$ cat src/hw/rtl/tpg_pkg.sv
// ---------------------------------------------------------------------------
// Turtle path point generator package
// Widths, symbol codes, sine table and shared fixed-point helpers.
// ---------------------------------------------------------------------------
`timescale 1ns / 1ps

package tpg_pkg;

  localparam int ANGLE_BITS = 16;
  localparam int POS_BITS   = 32;
  localparam int FRAC_BITS  = 16;

  localparam int STEP_BITS  = 16;
  localparam int SYM_BITS   = 8;
  localparam int OUT_BITS   = 32;
  localparam int DELTA_BITS = FRAC_BITS + 2;

  localparam int Q_AW    = 2;
  localparam int Q_DEPTH = 2 ** Q_AW;

  localparam logic [SYM_BITS-1:0] SYM_LEFT  = 8'h2B;
  localparam logic [SYM_BITS-1:0] SYM_RIGHT = 8'h2D;

  localparam int CA_SH  = ANGLE_BITS - 8;
  localparam int CA_SH1 = (CA_SH > 0) ? CA_SH - 1 : 0;
  localparam int SC_SHL = (FRAC_BITS >= 15) ? FRAC_BITS - 15 : 0;
  localparam int SC_SHR = (FRAC_BITS < 15) ? 15 - FRAC_BITS : 0;
  localparam int SC_SHR1 = (SC_SHR > 0) ? SC_SHR - 1 : 0;

  localparam logic [15:0] QSIN [0:64] = '{
    16'd0,     16'd804,   16'd1608,  16'd2411,  16'd3212,  16'd4011,  16'd4808,  16'd5602,
    16'd6393,  16'd7180,  16'd7962,  16'd8740,  16'd9512,  16'd10279, 16'd11039, 16'd11793,
    16'd12540, 16'd13279, 16'd14010, 16'd14733, 16'd15447, 16'd16151, 16'd16846, 16'd17531,
    16'd18205, 16'd18868, 16'd19520, 16'd20160, 16'd20788, 16'd21403, 16'd22006, 16'd22595,
    16'd23170, 16'd23732, 16'd24279, 16'd24812, 16'd25330, 16'd25833, 16'd26320, 16'd26791,
    16'd27246, 16'd27684, 16'd28106, 16'd28511, 16'd28899, 16'd29269, 16'd29622, 16'd29957,
    16'd30274, 16'd30572, 16'd30853, 16'd31114, 16'd31357, 16'd31581, 16'd31786, 16'd31972,
    16'd32138, 16'd32286, 16'd32413, 16'd32522, 16'd32610, 16'd32679, 16'd32729, 16'd32758,
    16'd32768
  };

  typedef logic signed [DELTA_BITS-1:0] delta_t;

  typedef struct packed {
    logic   start;
    logic   draw;
    delta_t dx;
    delta_t dy;
  } cmd_t;

  function automatic logic [7:0] coarse_angle(input logic [ANGLE_BITS-1:0] h);
    logic [ANGLE_BITS:0] sum;
    sum = {1'b0, h} + (ANGLE_BITS+1)'(CA_SH > 0 ? (1 << CA_SH1) : 0);
    coarse_angle = (CA_SH > 0) ? 8'(sum >> CA_SH) : h[7:0];
  endfunction

  function automatic logic [FRAC_BITS:0] scale_mag(input logic [15:0] m);
    logic [31:0] ext;
    logic [31:0] res;
    ext = {16'b0, m};
    if (FRAC_BITS >= 15) begin
      res = ext << SC_SHL;
    end else begin
      res = (ext + (32'd1 << SC_SHR1)) >> SC_SHR;
    end
    scale_mag = res[FRAC_BITS:0];
  endfunction

  function automatic delta_t scaled_sine(input logic [7:0] a8);
    logic [1:0]  quad;
    logic [5:0]  idx;
    logic [6:0]  ridx;
    logic [15:0] mag;
    delta_t      smag;
    quad = a8[7:6];
    idx  = a8[5:0];
    ridx = 7'd64 - {1'b0, idx};
    mag  = quad[0] ? QSIN[ridx] : QSIN[{1'b0, idx}];
    smag = delta_t'({1'b0, scale_mag(mag)});
    scaled_sine = quad[1] ? -smag : smag;
  endfunction

  function automatic logic [OUT_BITS-1:0] to_out(input logic signed [POS_BITS-1:0] p);
    logic [63:0] ext;
    ext = 64'(p);
    to_out = ext[OUT_BITS-1:0];
  endfunction

endpackage

$ cat src/hw/rtl/tpg_cmd_queue.sv
// ---------------------------------------------------------------------------
// Turtle path point generator command queue
// Small register queue of move commands between the front and back parts.
// ---------------------------------------------------------------------------
`timescale 1ns / 1ps

module tpg_cmd_queue (
  input  logic           clk,
  input  logic           rst_n,
  input  logic           push,
  input  tpg_pkg::cmd_t  push_data,
  output logic           full,
  input  logic           pop,
  output tpg_pkg::cmd_t  head,
  output logic           empty
);
  import tpg_pkg::*;

  cmd_t            entries_r [Q_DEPTH];
  logic [Q_AW-1:0] wr_ptr_r;
  logic [Q_AW-1:0] rd_ptr_r;
  logic [Q_AW:0]   count_r;
  logic            do_push;
  logic            do_pop;

  assign full    = (count_r == (Q_AW+1)'(Q_DEPTH));
  assign empty   = (count_r == '0);
  assign head    = entries_r[rd_ptr_r];
  assign do_push = push && !full;
  assign do_pop  = pop && !empty;

  always_ff @(posedge clk) begin
    if (do_push) begin
      entries_r[wr_ptr_r] <= push_data;
    end
  end

  always_ff @(posedge clk) begin
    if (!rst_n) begin
      wr_ptr_r <= '0;
      rd_ptr_r <= '0;
      count_r  <= '0;
    end else begin
      if (do_push) begin
        wr_ptr_r <= wr_ptr_r + 1'b1;
      end
      if (do_pop) begin
        rd_ptr_r <= rd_ptr_r + 1'b1;
      end
      if (do_push && !do_pop) begin
        count_r <= count_r + 1'b1;
      end else if (do_pop && !do_push) begin
        count_r <= count_r - 1'b1;
      end
    end
  end

endmodule

$ cat src/hw/rtl/tpg_front.sv
// ---------------------------------------------------------------------------
// Turtle path point generator front end
// Accepts symbols, keeps the heading and turns draws and start requests into move commands.
// ---------------------------------------------------------------------------
`timescale 1ns / 1ps

module tpg_front (
  input  logic                          clk,
  input  logic                          rst_n,
  input  logic                          cfg_wr_en,
  input  logic [tpg_pkg::STEP_BITS-1:0] cfg_wr_data,
  input  logic                          sym_valid,
  output logic                          sym_ready,
  input  logic [tpg_pkg::SYM_BITS-1:0]  sym,
  input  logic                          start_req,
  output logic                          push,
  output tpg_pkg::cmd_t                 push_data,
  input  logic                          q_full
);
  import tpg_pkg::*;

  logic [STEP_BITS-1:0]  heading_step_r;
  logic [ANGLE_BITS-1:0] heading_r;
  logic [ANGLE_BITS-1:0] heading_nxt;
  logic [ANGLE_BITS-1:0] step_ext;
  logic [39:0]           step_wide;
  logic [7:0]            a8;
  logic                  accept;
  logic                  is_left;
  logic                  is_right;
  logic                  is_turn;

  assign sym_ready = !q_full;
  assign accept    = sym_valid && sym_ready;
  assign is_left   = (sym == SYM_LEFT);
  assign is_right  = (sym == SYM_RIGHT);
  assign is_turn   = is_left || is_right;
  assign step_wide = {24'b0, heading_step_r};
  assign step_ext  = step_wide[ANGLE_BITS-1:0];
  assign a8        = coarse_angle(heading_r);

  assign push            = accept && (!is_turn || start_req);
  assign push_data.start = start_req;
  assign push_data.draw  = !is_turn;
  assign push_data.dx    = scaled_sine(a8 + 8'd64);
  assign push_data.dy    = scaled_sine(a8);

  always_comb begin
    heading_nxt = heading_r;
    if (accept && is_left) begin
      heading_nxt = heading_r + step_ext;
    end else if (accept && is_right) begin
      heading_nxt = heading_r - step_ext;
    end
  end

  always_ff @(posedge clk) begin
    if (!rst_n) begin
      heading_step_r <= '0;
      heading_r      <= '0;
    end else begin
      if (cfg_wr_en) begin
        heading_step_r <= cfg_wr_data;
      end
      heading_r <= heading_nxt;
    end
  end

endmodule

$ cat src/hw/rtl/tpg_back.sv
// ---------------------------------------------------------------------------
// Turtle path point generator back end
// Applies move commands to the position and drives the point output register.
// ---------------------------------------------------------------------------
`timescale 1ns / 1ps

module tpg_back (
  input  logic                         clk,
  input  logic                         rst_n,
  input  tpg_pkg::cmd_t                head,
  input  logic                         q_empty,
  output logic                         pop,
  output logic                         pt_valid,
  input  logic                         pt_ready,
  output logic [tpg_pkg::OUT_BITS-1:0] pt_x,
  output logic [tpg_pkg::OUT_BITS-1:0] pt_y,
  output logic                         pt_last
);
  import tpg_pkg::*;

  typedef logic signed [POS_BITS-1:0] pos_t;

  pos_t                cur_x_r;
  pos_t                cur_y_r;
  pos_t                new_x;
  pos_t                new_y;
  logic                phase_r;
  logic                out_valid_r;
  logic [OUT_BITS-1:0] out_x_r;
  logic [OUT_BITS-1:0] out_y_r;
  logic                out_last_r;
  logic                load;
  logic                emit_old;

  function automatic pos_t sat_add(input pos_t a, input delta_t d);
    logic signed [POS_BITS:0] sum;
    sum = (POS_BITS+1)'(a) + (POS_BITS+1)'(d);
    if (sum[POS_BITS] != sum[POS_BITS-1]) begin
      sat_add = sum[POS_BITS] ? {1'b1, {(POS_BITS-1){1'b0}}} : {1'b0, {(POS_BITS-1){1'b1}}};
    end else begin
      sat_add = sum[POS_BITS-1:0];
    end
  endfunction

  assign new_x    = sat_add(cur_x_r, head.dx);
  assign new_y    = sat_add(cur_y_r, head.dy);
  assign load     = !q_empty && (!out_valid_r || pt_ready);
  assign emit_old = head.start && !phase_r;
  assign pop      = load && !(emit_old && head.draw);

  assign pt_valid = out_valid_r;
  assign pt_x     = out_x_r;
  assign pt_y     = out_y_r;
  assign pt_last  = out_last_r;

  always_ff @(posedge clk) begin
    if (!rst_n) begin
      cur_x_r     <= '0;
      cur_y_r     <= '0;
      phase_r     <= 1'b0;
      out_valid_r <= 1'b0;
      out_last_r  <= 1'b0;
    end else begin
      if (load) begin
        out_valid_r <= 1'b1;
        if (emit_old) begin
          out_x_r    <= to_out(cur_x_r);
          out_y_r    <= to_out(cur_y_r);
          out_last_r <= !head.draw;
          phase_r    <= head.draw;
        end else begin
          cur_x_r    <= new_x;
          cur_y_r    <= new_y;
          out_x_r    <= to_out(new_x);
          out_y_r    <= to_out(new_y);
          out_last_r <= 1'b1;
          phase_r    <= 1'b0;
        end
      end else if (pt_ready) begin
        out_valid_r <= 1'b0;
      end
    end
  end

endmodule

$ cat src/hw/rtl/turtle_path_point_generator.sv
// ---------------------------------------------------------------------------
// Turtle path point generator
// Interprets L-system symbols as turtle moves and streams the drawn points.
// ---------------------------------------------------------------------------
// The input channel takes one ASCII symbol per item in in_tdata, with the
// start request in in_tuser. A plus or minus symbol turns the heading by the
// step held in the configuration register, written through cfg_wr_en and
// cfg_wr_data; the user must write it only while the block is idle, as the
// block itself does not enforce this. Any other symbol moves one unit along
// the heading and emits the new point. A start request first emits the
// current point. Each output item carries x and y in out_tdata, and out_tlast
// marks the final point caused by an input item. An item is accepted every
// cycle while the four-entry command queue has room. A drawn point is
// registered in the command queue and then in the point output register.
// When the receiver stalls, the queue fills and in_tready falls only once it
// is full. Reset clears the position, the heading and the turn step.
// ---------------------------------------------------------------------------
`timescale 1ns / 1ps

module turtle_path_point_generator (
  input  logic        clk,
  input  logic        rst_n,
  input  logic        cfg_wr_en,
  input  logic [15:0] cfg_wr_data,
  input  logic        in_tvalid,
  output logic        in_tready,
  input  logic [7:0]  in_tdata,   // symbol
  input  logic        in_tuser,   // start_req
  output logic        out_tvalid,
  input  logic        out_tready,
  output logic [63:0] out_tdata,  // pos_x, pos_y
  output logic        out_tlast
);
  import tpg_pkg::*;

  cmd_t                push_data;
  cmd_t                head;
  logic                push;
  logic                pop;
  logic                q_full;
  logic                q_empty;
  logic [OUT_BITS-1:0] pt_x;
  logic [OUT_BITS-1:0] pt_y;

  tpg_front u_front (
    .clk         (clk),
    .rst_n       (rst_n),
    .cfg_wr_en   (cfg_wr_en),
    .cfg_wr_data (cfg_wr_data),
    .sym_valid   (in_tvalid),
    .sym_ready   (in_tready),
    .sym         (in_tdata),
    .start_req   (in_tuser),
    .push        (push),
    .push_data   (push_data),
    .q_full      (q_full)
  );

  tpg_cmd_queue u_queue (
    .clk       (clk),
    .rst_n     (rst_n),
    .push      (push),
    .push_data (push_data),
    .full      (q_full),
    .pop       (pop),
    .head      (head),
    .empty     (q_empty)
  );

  tpg_back u_back (
    .clk      (clk),
    .rst_n    (rst_n),
    .head     (head),
    .q_empty  (q_empty),
    .pop      (pop),
    .pt_valid (out_tvalid),
    .pt_ready (out_tready),
    .pt_x     (pt_x),
    .pt_y     (pt_y),
    .pt_last  (out_tlast)
  );

  assign out_tdata = {pt_y, pt_x};

endmodule

$ cat config.mk
export PLATFORM = sky130hd
export DESIGN_NAME = turtle_path_point_generator
export DESIGN_NICKNAME = d
export VERILOG_FILES = /design/src/hw/rtl/tpg_pkg.sv /design/src/hw/rtl/tpg_cmd_queue.sv /design/src/hw/rtl/tpg_front.sv /design/src/hw/rtl/tpg_back.sv /design/src/hw/rtl/turtle_path_point_generator.sv
export SDC_FILE = /design/constraint.sdc
export NUM_CORES = 1
export LEC_CHECK = 0
export ABC_CLOCK_PERIOD_IN_PS = 16900
export BUFFER_PORTS_ARGS = -buffer_cell sky130_fd_sc_hd__buf_2
export CORE_ASPECT_RATIO = 0.5
export CORE_MARGIN = 10
export CORE_UTILIZATION = 56
export DETAILED_ROUTE_END_ITERATION = 7
export PLACE_DENSITY = 0.73
export RECOVER_POWER = 25
export REMOVE_ABC_BUFFERS = 1
export SLEW_MARGIN = 40
export SYNTH_ARGS = -nofsm -noshare
export SYNTH_HDL_FRONTEND = slang
export SYNTH_HIERARCHICAL = 1
export SYNTH_SLANG_ARGS = --single-unit
$ cat constraint.sdc
create_clock -name clk -period 16.9 [get_ports clk]
set_input_delay 3.38 -clock clk [delete_from_list [all_inputs] [get_ports clk]]
set_output_delay 3.38 -clock clk [all_outputs]
set_load 0.01 [all_outputs]
# Word level (Yosys, flattened, before mapping)
# Memories as Yosys holds them, arrays and structs flattened. A register that Yosys moved wholly into a read port is not among the register bits.
# Index checks and enable logic that the tools add are counted.
# Widths: inputs -> output; s select.
[word_totals] elab_cells=103 latch_bits=0 reg_bits=170 ramBits=152 out_inout_bits=67 n_memories=5 inputBits=30 rom_bits=8192
[op_classes] bitwise_logic=4 order_cmp=4 eq_ne=5 shift=0 n_mul=0 n_mux=30 div_mod_pow=0 n_reduce_logical=29 addsub=14
[mem_list] name="(no name shown)" depth=128 word_bits=16 read_ports=1 rd_ports_with_merged_regs=0 wr=0 line="tpg_pkg.sv:78" source="mag = quad[0] ? QSIN[ridx] : QSIN[{1'b0, idx}];"
[mem_list] name="(no name shown)" depth=128 word_bits=16 read_ports=1 rd_ports_with_merged_regs=0 wr=0 line="tpg_pkg.sv:78"
[mem_list] name="(no name shown)" depth=128 word_bits=16 read_ports=1 rd_ports_with_merged_regs=0 wr=0 line="tpg_pkg.sv:78"
[mem_list] name="(no name shown)" depth=128 word_bits=16 read_ports=1 rd_ports_with_merged_regs=0 wr=0 line="tpg_pkg.sv:78"
[mem_list] name="u_queue.entries_r" depth=4 word_bits=38 read_ports=1 rd_ports_with_merged_regs=1 wr=1 line="tpg_cmd_queue.sv:19" source="cmd_t entries_r [Q_DEPTH];"
[ops] cell="$mux 16" count=12
[ops] cell="$mux 32" count=6
[ops] cell="$add 32x18->33" count=2
[ops] cell="$mux 18" count=2
[ops] cell="$neg 17->18" count=2
[ops] cell="$ge 8x8->1 const B" count=4
[ops] cell="$add 16x16->16" count=1
[ops] cell="$add 16x8->16 const B" count=1
[ops] cell="$eq 8x6->1 const B" count=2
[ops] cell="$not 6->8" count=2
[ops] cell="$not 7->8" count=2
[ops] cell="$sub 16x16->16" count=1
[ops] cell="$sub 7x6->7 const A" count=2
[ops] cell="$logic_and 1x1->1" count=12
[ops] cell="$logic_not 1->1" count=9
[ops] cell="$add 8x7->8 const B" count=1
[ops] cell="$mux 1" count=6
[ops] cell="$mux 3" count=2
[ops] cell="$reduce_bool 2->1" count=3
[ops] cell="$add 2x1->2 const B" count=2
[ops] cell="$mux 2" count=2
[ops] cell="$add 3x1->3 const B" count=1
[ops] cell="$eq 3x3->1 const B" count=1
[ops] cell="$logic_not 3->1" count=1
[ops] cell="other kinds (4)" count=7

# Depth between registers and ports, before layout
[depth] ltp_word=10 mapped_depth=22

# By module
# The synthesis kept the hierarchy.
[by_module_without_submodules] module="tpg_back" instances=1 cells_each=1077 area_per_inst_um2=9128.8 seq_area_each_um2=3263.1
[by_module_without_submodules] module="tpg_front" instances=1 cells_each=1093 area_per_inst_um2=7582.3 seq_area_each_um2=640.6
[by_module_without_submodules] module="tpg_cmd_queue" instances=1 cells_each=246 area_per_inst_um2=5980.7 seq_area_each_um2=4744.6

# Worst setup path before layout
# Ideal clock, no wire load.
[synth_timing] path_kind="in2reg" from="input port rst_n" to="register u_back.out_x_r[0], in the netlist u_back/pt_x[0], enable pin" cell_stages=3 setup_ps=486 t_arrival_ps=6598 path_slack_ps=9816 path_cell_list="clkbuf_1 > clkinv_1 > nor2_1"
[synth_via] elab_chain_len=1
[synth_rtl] item="start, declared" line="turtle_path_point_generator.sv:22" source="input logic rst_n,"
[synth_rtl] item="$reduce_and 2->1 (no line)"
[synth_rtl] item="end signal, assigned" line="tpg_back.sv:67" source="out_x_r <= to_out(cur_x_r);"
[synth_rtl] item="end signal, assigned" line="tpg_back.sv:74" source="out_x_r <= to_out(new_x);"
[synth_rtl] item="end, declared" line="tpg_back.sv:29" source="logic [OUT_BITS-1:0] out_x_r;"
# No other way between the ends.
# A chain may end at the register's enable or synchronous reset.

# Worst setup path after layout
[layout_timing] from="input port rst_n" to="register u_back.out_y_r[9], in the netlist u_back/pt_y[9], enable pin"
[layout_via] elab_chain_len=1
[layout_rtl] item="$reduce_and 2->1 (no line)"
[layout_rtl] item="end signal, assigned" line="tpg_back.sv:68" source="out_y_r <= to_out(cur_y_r);"
[layout_rtl] item="end signal, assigned" line="tpg_back.sv:75" source="out_y_r <= to_out(new_y);"
[layout_rtl] item="end, declared" line="tpg_back.sv:30" source="logic [OUT_BITS-1:0] out_y_r;"
# No other way between the ends.

==> run_results.csv <==
group,metric,value,unit
outcome,status,"finished, violations left",
outcome,violations,"capacitance limit, slew limit",
power_and_ir_drop,powerDensity,165.5,nW/um^2
yosys,yosys_warnings,6,
detailed_routing,via_per_inst,6.588,
timing,rsz0062_at_grt,"no",
power_and_ir_drop,swShare,43.46,%
grt,grt_max_degree,82,
yosys,ys.flop_type,"edfxtp_1",
detailed_routing,route.vias.total,19630,
power_and_ir_drop,p_leak,8.863,nW
cells_and_area,syn_to_final_growth,7.477,%
timing,relSlewSlack,-120.0,%
floorplan,dieArea,49460,sq um
grt,grt_overflow_total,0,
detailed_routing,wl_per_cell,21.38,um
setup_path,critPathTopFamily,"buffers and inverters",
power_and_ir_drop,vdd_drop_max,0.09562,mV
floorplan,rows,52,
setup_path,cp.arrival,8.96,ns
yosys,synth_cells,2416,
clocking,cts_setup_buffers,0,
cells_and_area,register_area,8651,sq um
cells_and_area,final_area,24390,sq um
setup_path,critPathBufInv,4,
grt,grt_pass1_wl,100500,um
yosys,ys_async_sr_fraction,0,%
setup_path,max_stage_delay,2.30,ns
detailed_routing,initialDrtViolationCount,2330,
timing,worst_pin_slew,3.300,ns
power_and_ir_drop,p_sw,1.755,mW
timing,fin_crit,8.742,ns
timing,timing.final.ws_setup,8.158,ns
detailed_routing,wirelength,63700,um
floorplan,core,40210,sq um
clocking,holdBufCountCts,0,
clocking,cts-resized-gates,0,
setup_path,crit_type,"input port to register",
clocking,cts_buffers,30,
placement,port_buffers,96,
yosys,seq_area_frac_synth,38.11,%
cells_and_area,multi_input_area,13130,sq um
setup_path,path_cells,"buf_2, clkbuf_1, clkinv_1, nor2_4, buf_4",
placement,pre_cts_slack,9.356,ns
clocking,clk_transition_reported_paths,0.07,ns
clocking,insertion_delay,0.58,ns
setup_path,startpoint,"rst_n",
timing,setup_viol,0,
yosys,yosysUniqueCellTypes,114,
cells_and_area,utilization,60.65,%
detailed_routing,firstDrtPassIters,6,
power_and_ir_drop,power,4.037,mW
clocking,clkSinkCount,324,
timing,drv_slew,129,
setup_path,cp_max_fo,81,
clocking,cts_tree,"built",
clocking,cts_max_level,1,
cells_and_area,nFillCells,3393,
power_and_ir_drop,pwr-share-comb,52.1,%
timing,post-route-period-util,51.73,%
power_and_ir_drop,power_frac_clock,17.8,%
setup_path,worstPathRequired,17.12,ns
placement,place_inst,2922,
setup_path,slowest_stage,"clkbuf_1",
power_and_ir_drop,seqPwrFrac,30.1,%
placement,placed_cell_area,23400,sq um
timing,finalHoldWorstSlack,0.4845,ns
detailed_routing,ant_nets,0,
grt,grt_pass1_vias,18070,
placement,hpwl,43310,um
cells_and_area,instances_no_fill,2979,
timing,finalHoldViolations,0,
worst_hold_path,hold_path_startpoint,"u_front/heading_r[0]",
timing,tns,0,ns
floorplan,die_h,162.3,um
grt,antenna_found_initial,1,
run,drv_cap,3,
clocking,clock_path_buffers,3,
cells_and_area,drive_gt1_share,9.680,%
setup_path,crit_path_end_kind,"register",
placement,gp_congestion,0.9735,
yosys,avgSynthCellArea,9.392,sq um
timing,fmax,114.4,MHz
clocking,root_buffer,"clkbuf_16",
setup_path,startpoint_type,"input port",
timing,skew,0.02782,ns
yosys,ys_ff_latch,324,
cells_and_area,fin_nets,2558,
grt,grt_usage,24.39,%
floorplan,io_pins,97,
worst_hold_path,hold_class,"register to register",
yosys,synth_edf_count,216,
floorplan,initial_core_util,56.44,%
yosys,synth_area,22690,sq um
power_and_ir_drop,p_int,2.282,mW
floorplan,die_x,304.7,um
detailed_routing,drc,0,
cell usage after synthesis (all sizes together), types with 10 or more instances:
cell type / instances / area, sq um
nand4: 14 / 100.1
nor3: 50 / 276.5
inv: 51 / 191.4
a21o: 36 / 270.3
or3: 16 / 100.1
a21boi: 16 / 120.1
a31oi: 37 / 246.5
xor2: 41 / 366.6
buf: 62 / 406.7
o21ai: 211 / 1067
a211o: 10 / 87.58
o21a: 18 / 135.1
mux2i: 39 / 394.1
o311ai: 13 / 121.4
o2111ai: 10 / 93.84
ha: 109 / 1364
nand2: 207 / 777.0
dfxtp: 108 / 2162
o211ai: 42 / 315.3
nor2: 180 / 678.2
a21oi: 240 / 1212
nor2b: 32 / 200.2
o21bai: 12 / 90.09
nor4: 14 / 108.9
and3: 23 / 153.9
nand3: 57 / 290.3
a311oi: 12 / 117.6
maj3: 21 / 230.2
a22oi: 12 / 90.09
a211oi: 44 / 335.3
o31ai: 17 / 132.6
clkbuf: 108 / 406.6
mux4: 42 / 945.9
xnor2: 78 / 735.7
edfxtp: 216 / 6486
nand2b: 29 / 181.4
o22ai: 16 / 100.1
and2: 27 / 168.9
registers in the layout, indices dropped and copies added, names as in the netlist, named ones only:
register	flops
u_back/pt_x	32
u_front/heading_step_r	16
u_queue/entries_r	152
u_queue/wr_ptr_r	2
u_back/pt_valid	1
u_back/pt_y	32
u_queue/rd_ptr_r	2
u_back/phase_r	1
u_queue/count_r	3
u_back/cur_y_r	32
u_back/pt_last	1
u_front/heading_r	16
u_back/cur_x_r	32
tightest hold or removal path: cells and delay by family (launching register included):
| kind | cells | cell delay, ns |
|---|---|---|
| DFF | 1 | 0.31 |
| and+or+nand+nor | 1 | 0.05 |
| AOI/OAI and AO/OA | 1 | 0.07 |
layout make-up:
class	count	share of cell area (%)
Tap cell	540	2.770
Timing Repair Buffer	136	2.811
Multi-Input combinational cell	1870	53.82
Clock buffer	34	3.355
Antenna cell	1	0.01026
Inverter	53	0.8157
Clock inverter	21	0.9491
Sequential cell	324	35.47
worst paths after layout:
| kind | end | slack, ns | depth (start not counted) |
|---|---|---|---|
| setup / recovery | u_back/pt_y[9] | 8.16 | 5 |
| hold / removal | u_front/heading_r[0] | 0.48 | 2 |
| setup reg to reg | u_back/cur_x_r[5] | 9.10 | 11 |
| hold reg to reg | u_front/heading_r[0] | 0.48 | 2 |
routing by layer:
| metal | vias up | global-route usage, % | part of all wire, % |
|---|---|---|---|
| met1 | 9405 | 34.18 | 44 |
| met4 | 0 | 6.436 | 2.5 |
| met5 | - | 0 | 0 |
| met3 | 134 | 4.687 | 9.0 |
| met2 | 920 | 38.31 | 45 |
| li1 | 9167 | - | - |
cell usage in the layout, fill, tap and decap left out, types with 19 or more instances in the layout:
| cell | synthesis | routed |
|---|---|---|
| buf_4 | 5 | 37 |
| and3_1 | 21 | 21 |
| dfxtp_1 | 108 | 106 |
| o211ai_1 | 42 | 42 |
| xnor2_1 | 74 | 71 |
| nand3_1 | 56 | 55 |
| clkbuf_16 | 0 | 32 |
| edfxtp_1 | 216 | 216 |
| ha_1 | 109 | 108 |
| nor2b_1 | 32 | 31 |
| a31oi_1 | 36 | 36 |
| nand2_1 | 207 | 206 |
| mux2i_1 | 38 | 38 |
| o21ai_0 | 190 | 196 |
| inv_1 | 48 | 48 |
| mux4_2 | 42 | 42 |
| nor3_1 | 46 | 46 |
| nor2_1 | 179 | 174 |
| nand2b_1 | 29 | 28 |
| clkbuf_1 | 107 | 71 |
| a21oi_1 | 237 | 238 |
| a21o_1 | 36 | 36 |
| buf_2 | 31 | 29 |
| xor2_1 | 40 | 40 |
| a211oi_1 | 43 | 43 |
| and2_1 | 26 | 19 |
power by group through the flow:
| stage | clock (mW) | combinational, mW | sequential [mW] |
|---|---|---|---|
| finish | 0.719 | 2.10 | 1.21 |
| CTS | 0.731 | 2.12 | 1.21 |
| detailed placement | 0 | 2.10 | 1.22 |
| global route | 0.760 | 2.33 | 1.23 |
| floorplan | 0 | 1.48 | 1.26 |
| global placement | 0 | 2.05 | 1.22 |
cells by family after synthesis:
logic type	synth area share (%)
compound gates	23.95
simple gates	14.67
flops	38.11
buf+inv	4.461
fa+ha+maj	7.378
xor+xnor	5.155
mux	6.253
other cells	0.01653
(Power assumes the default switching activity.)
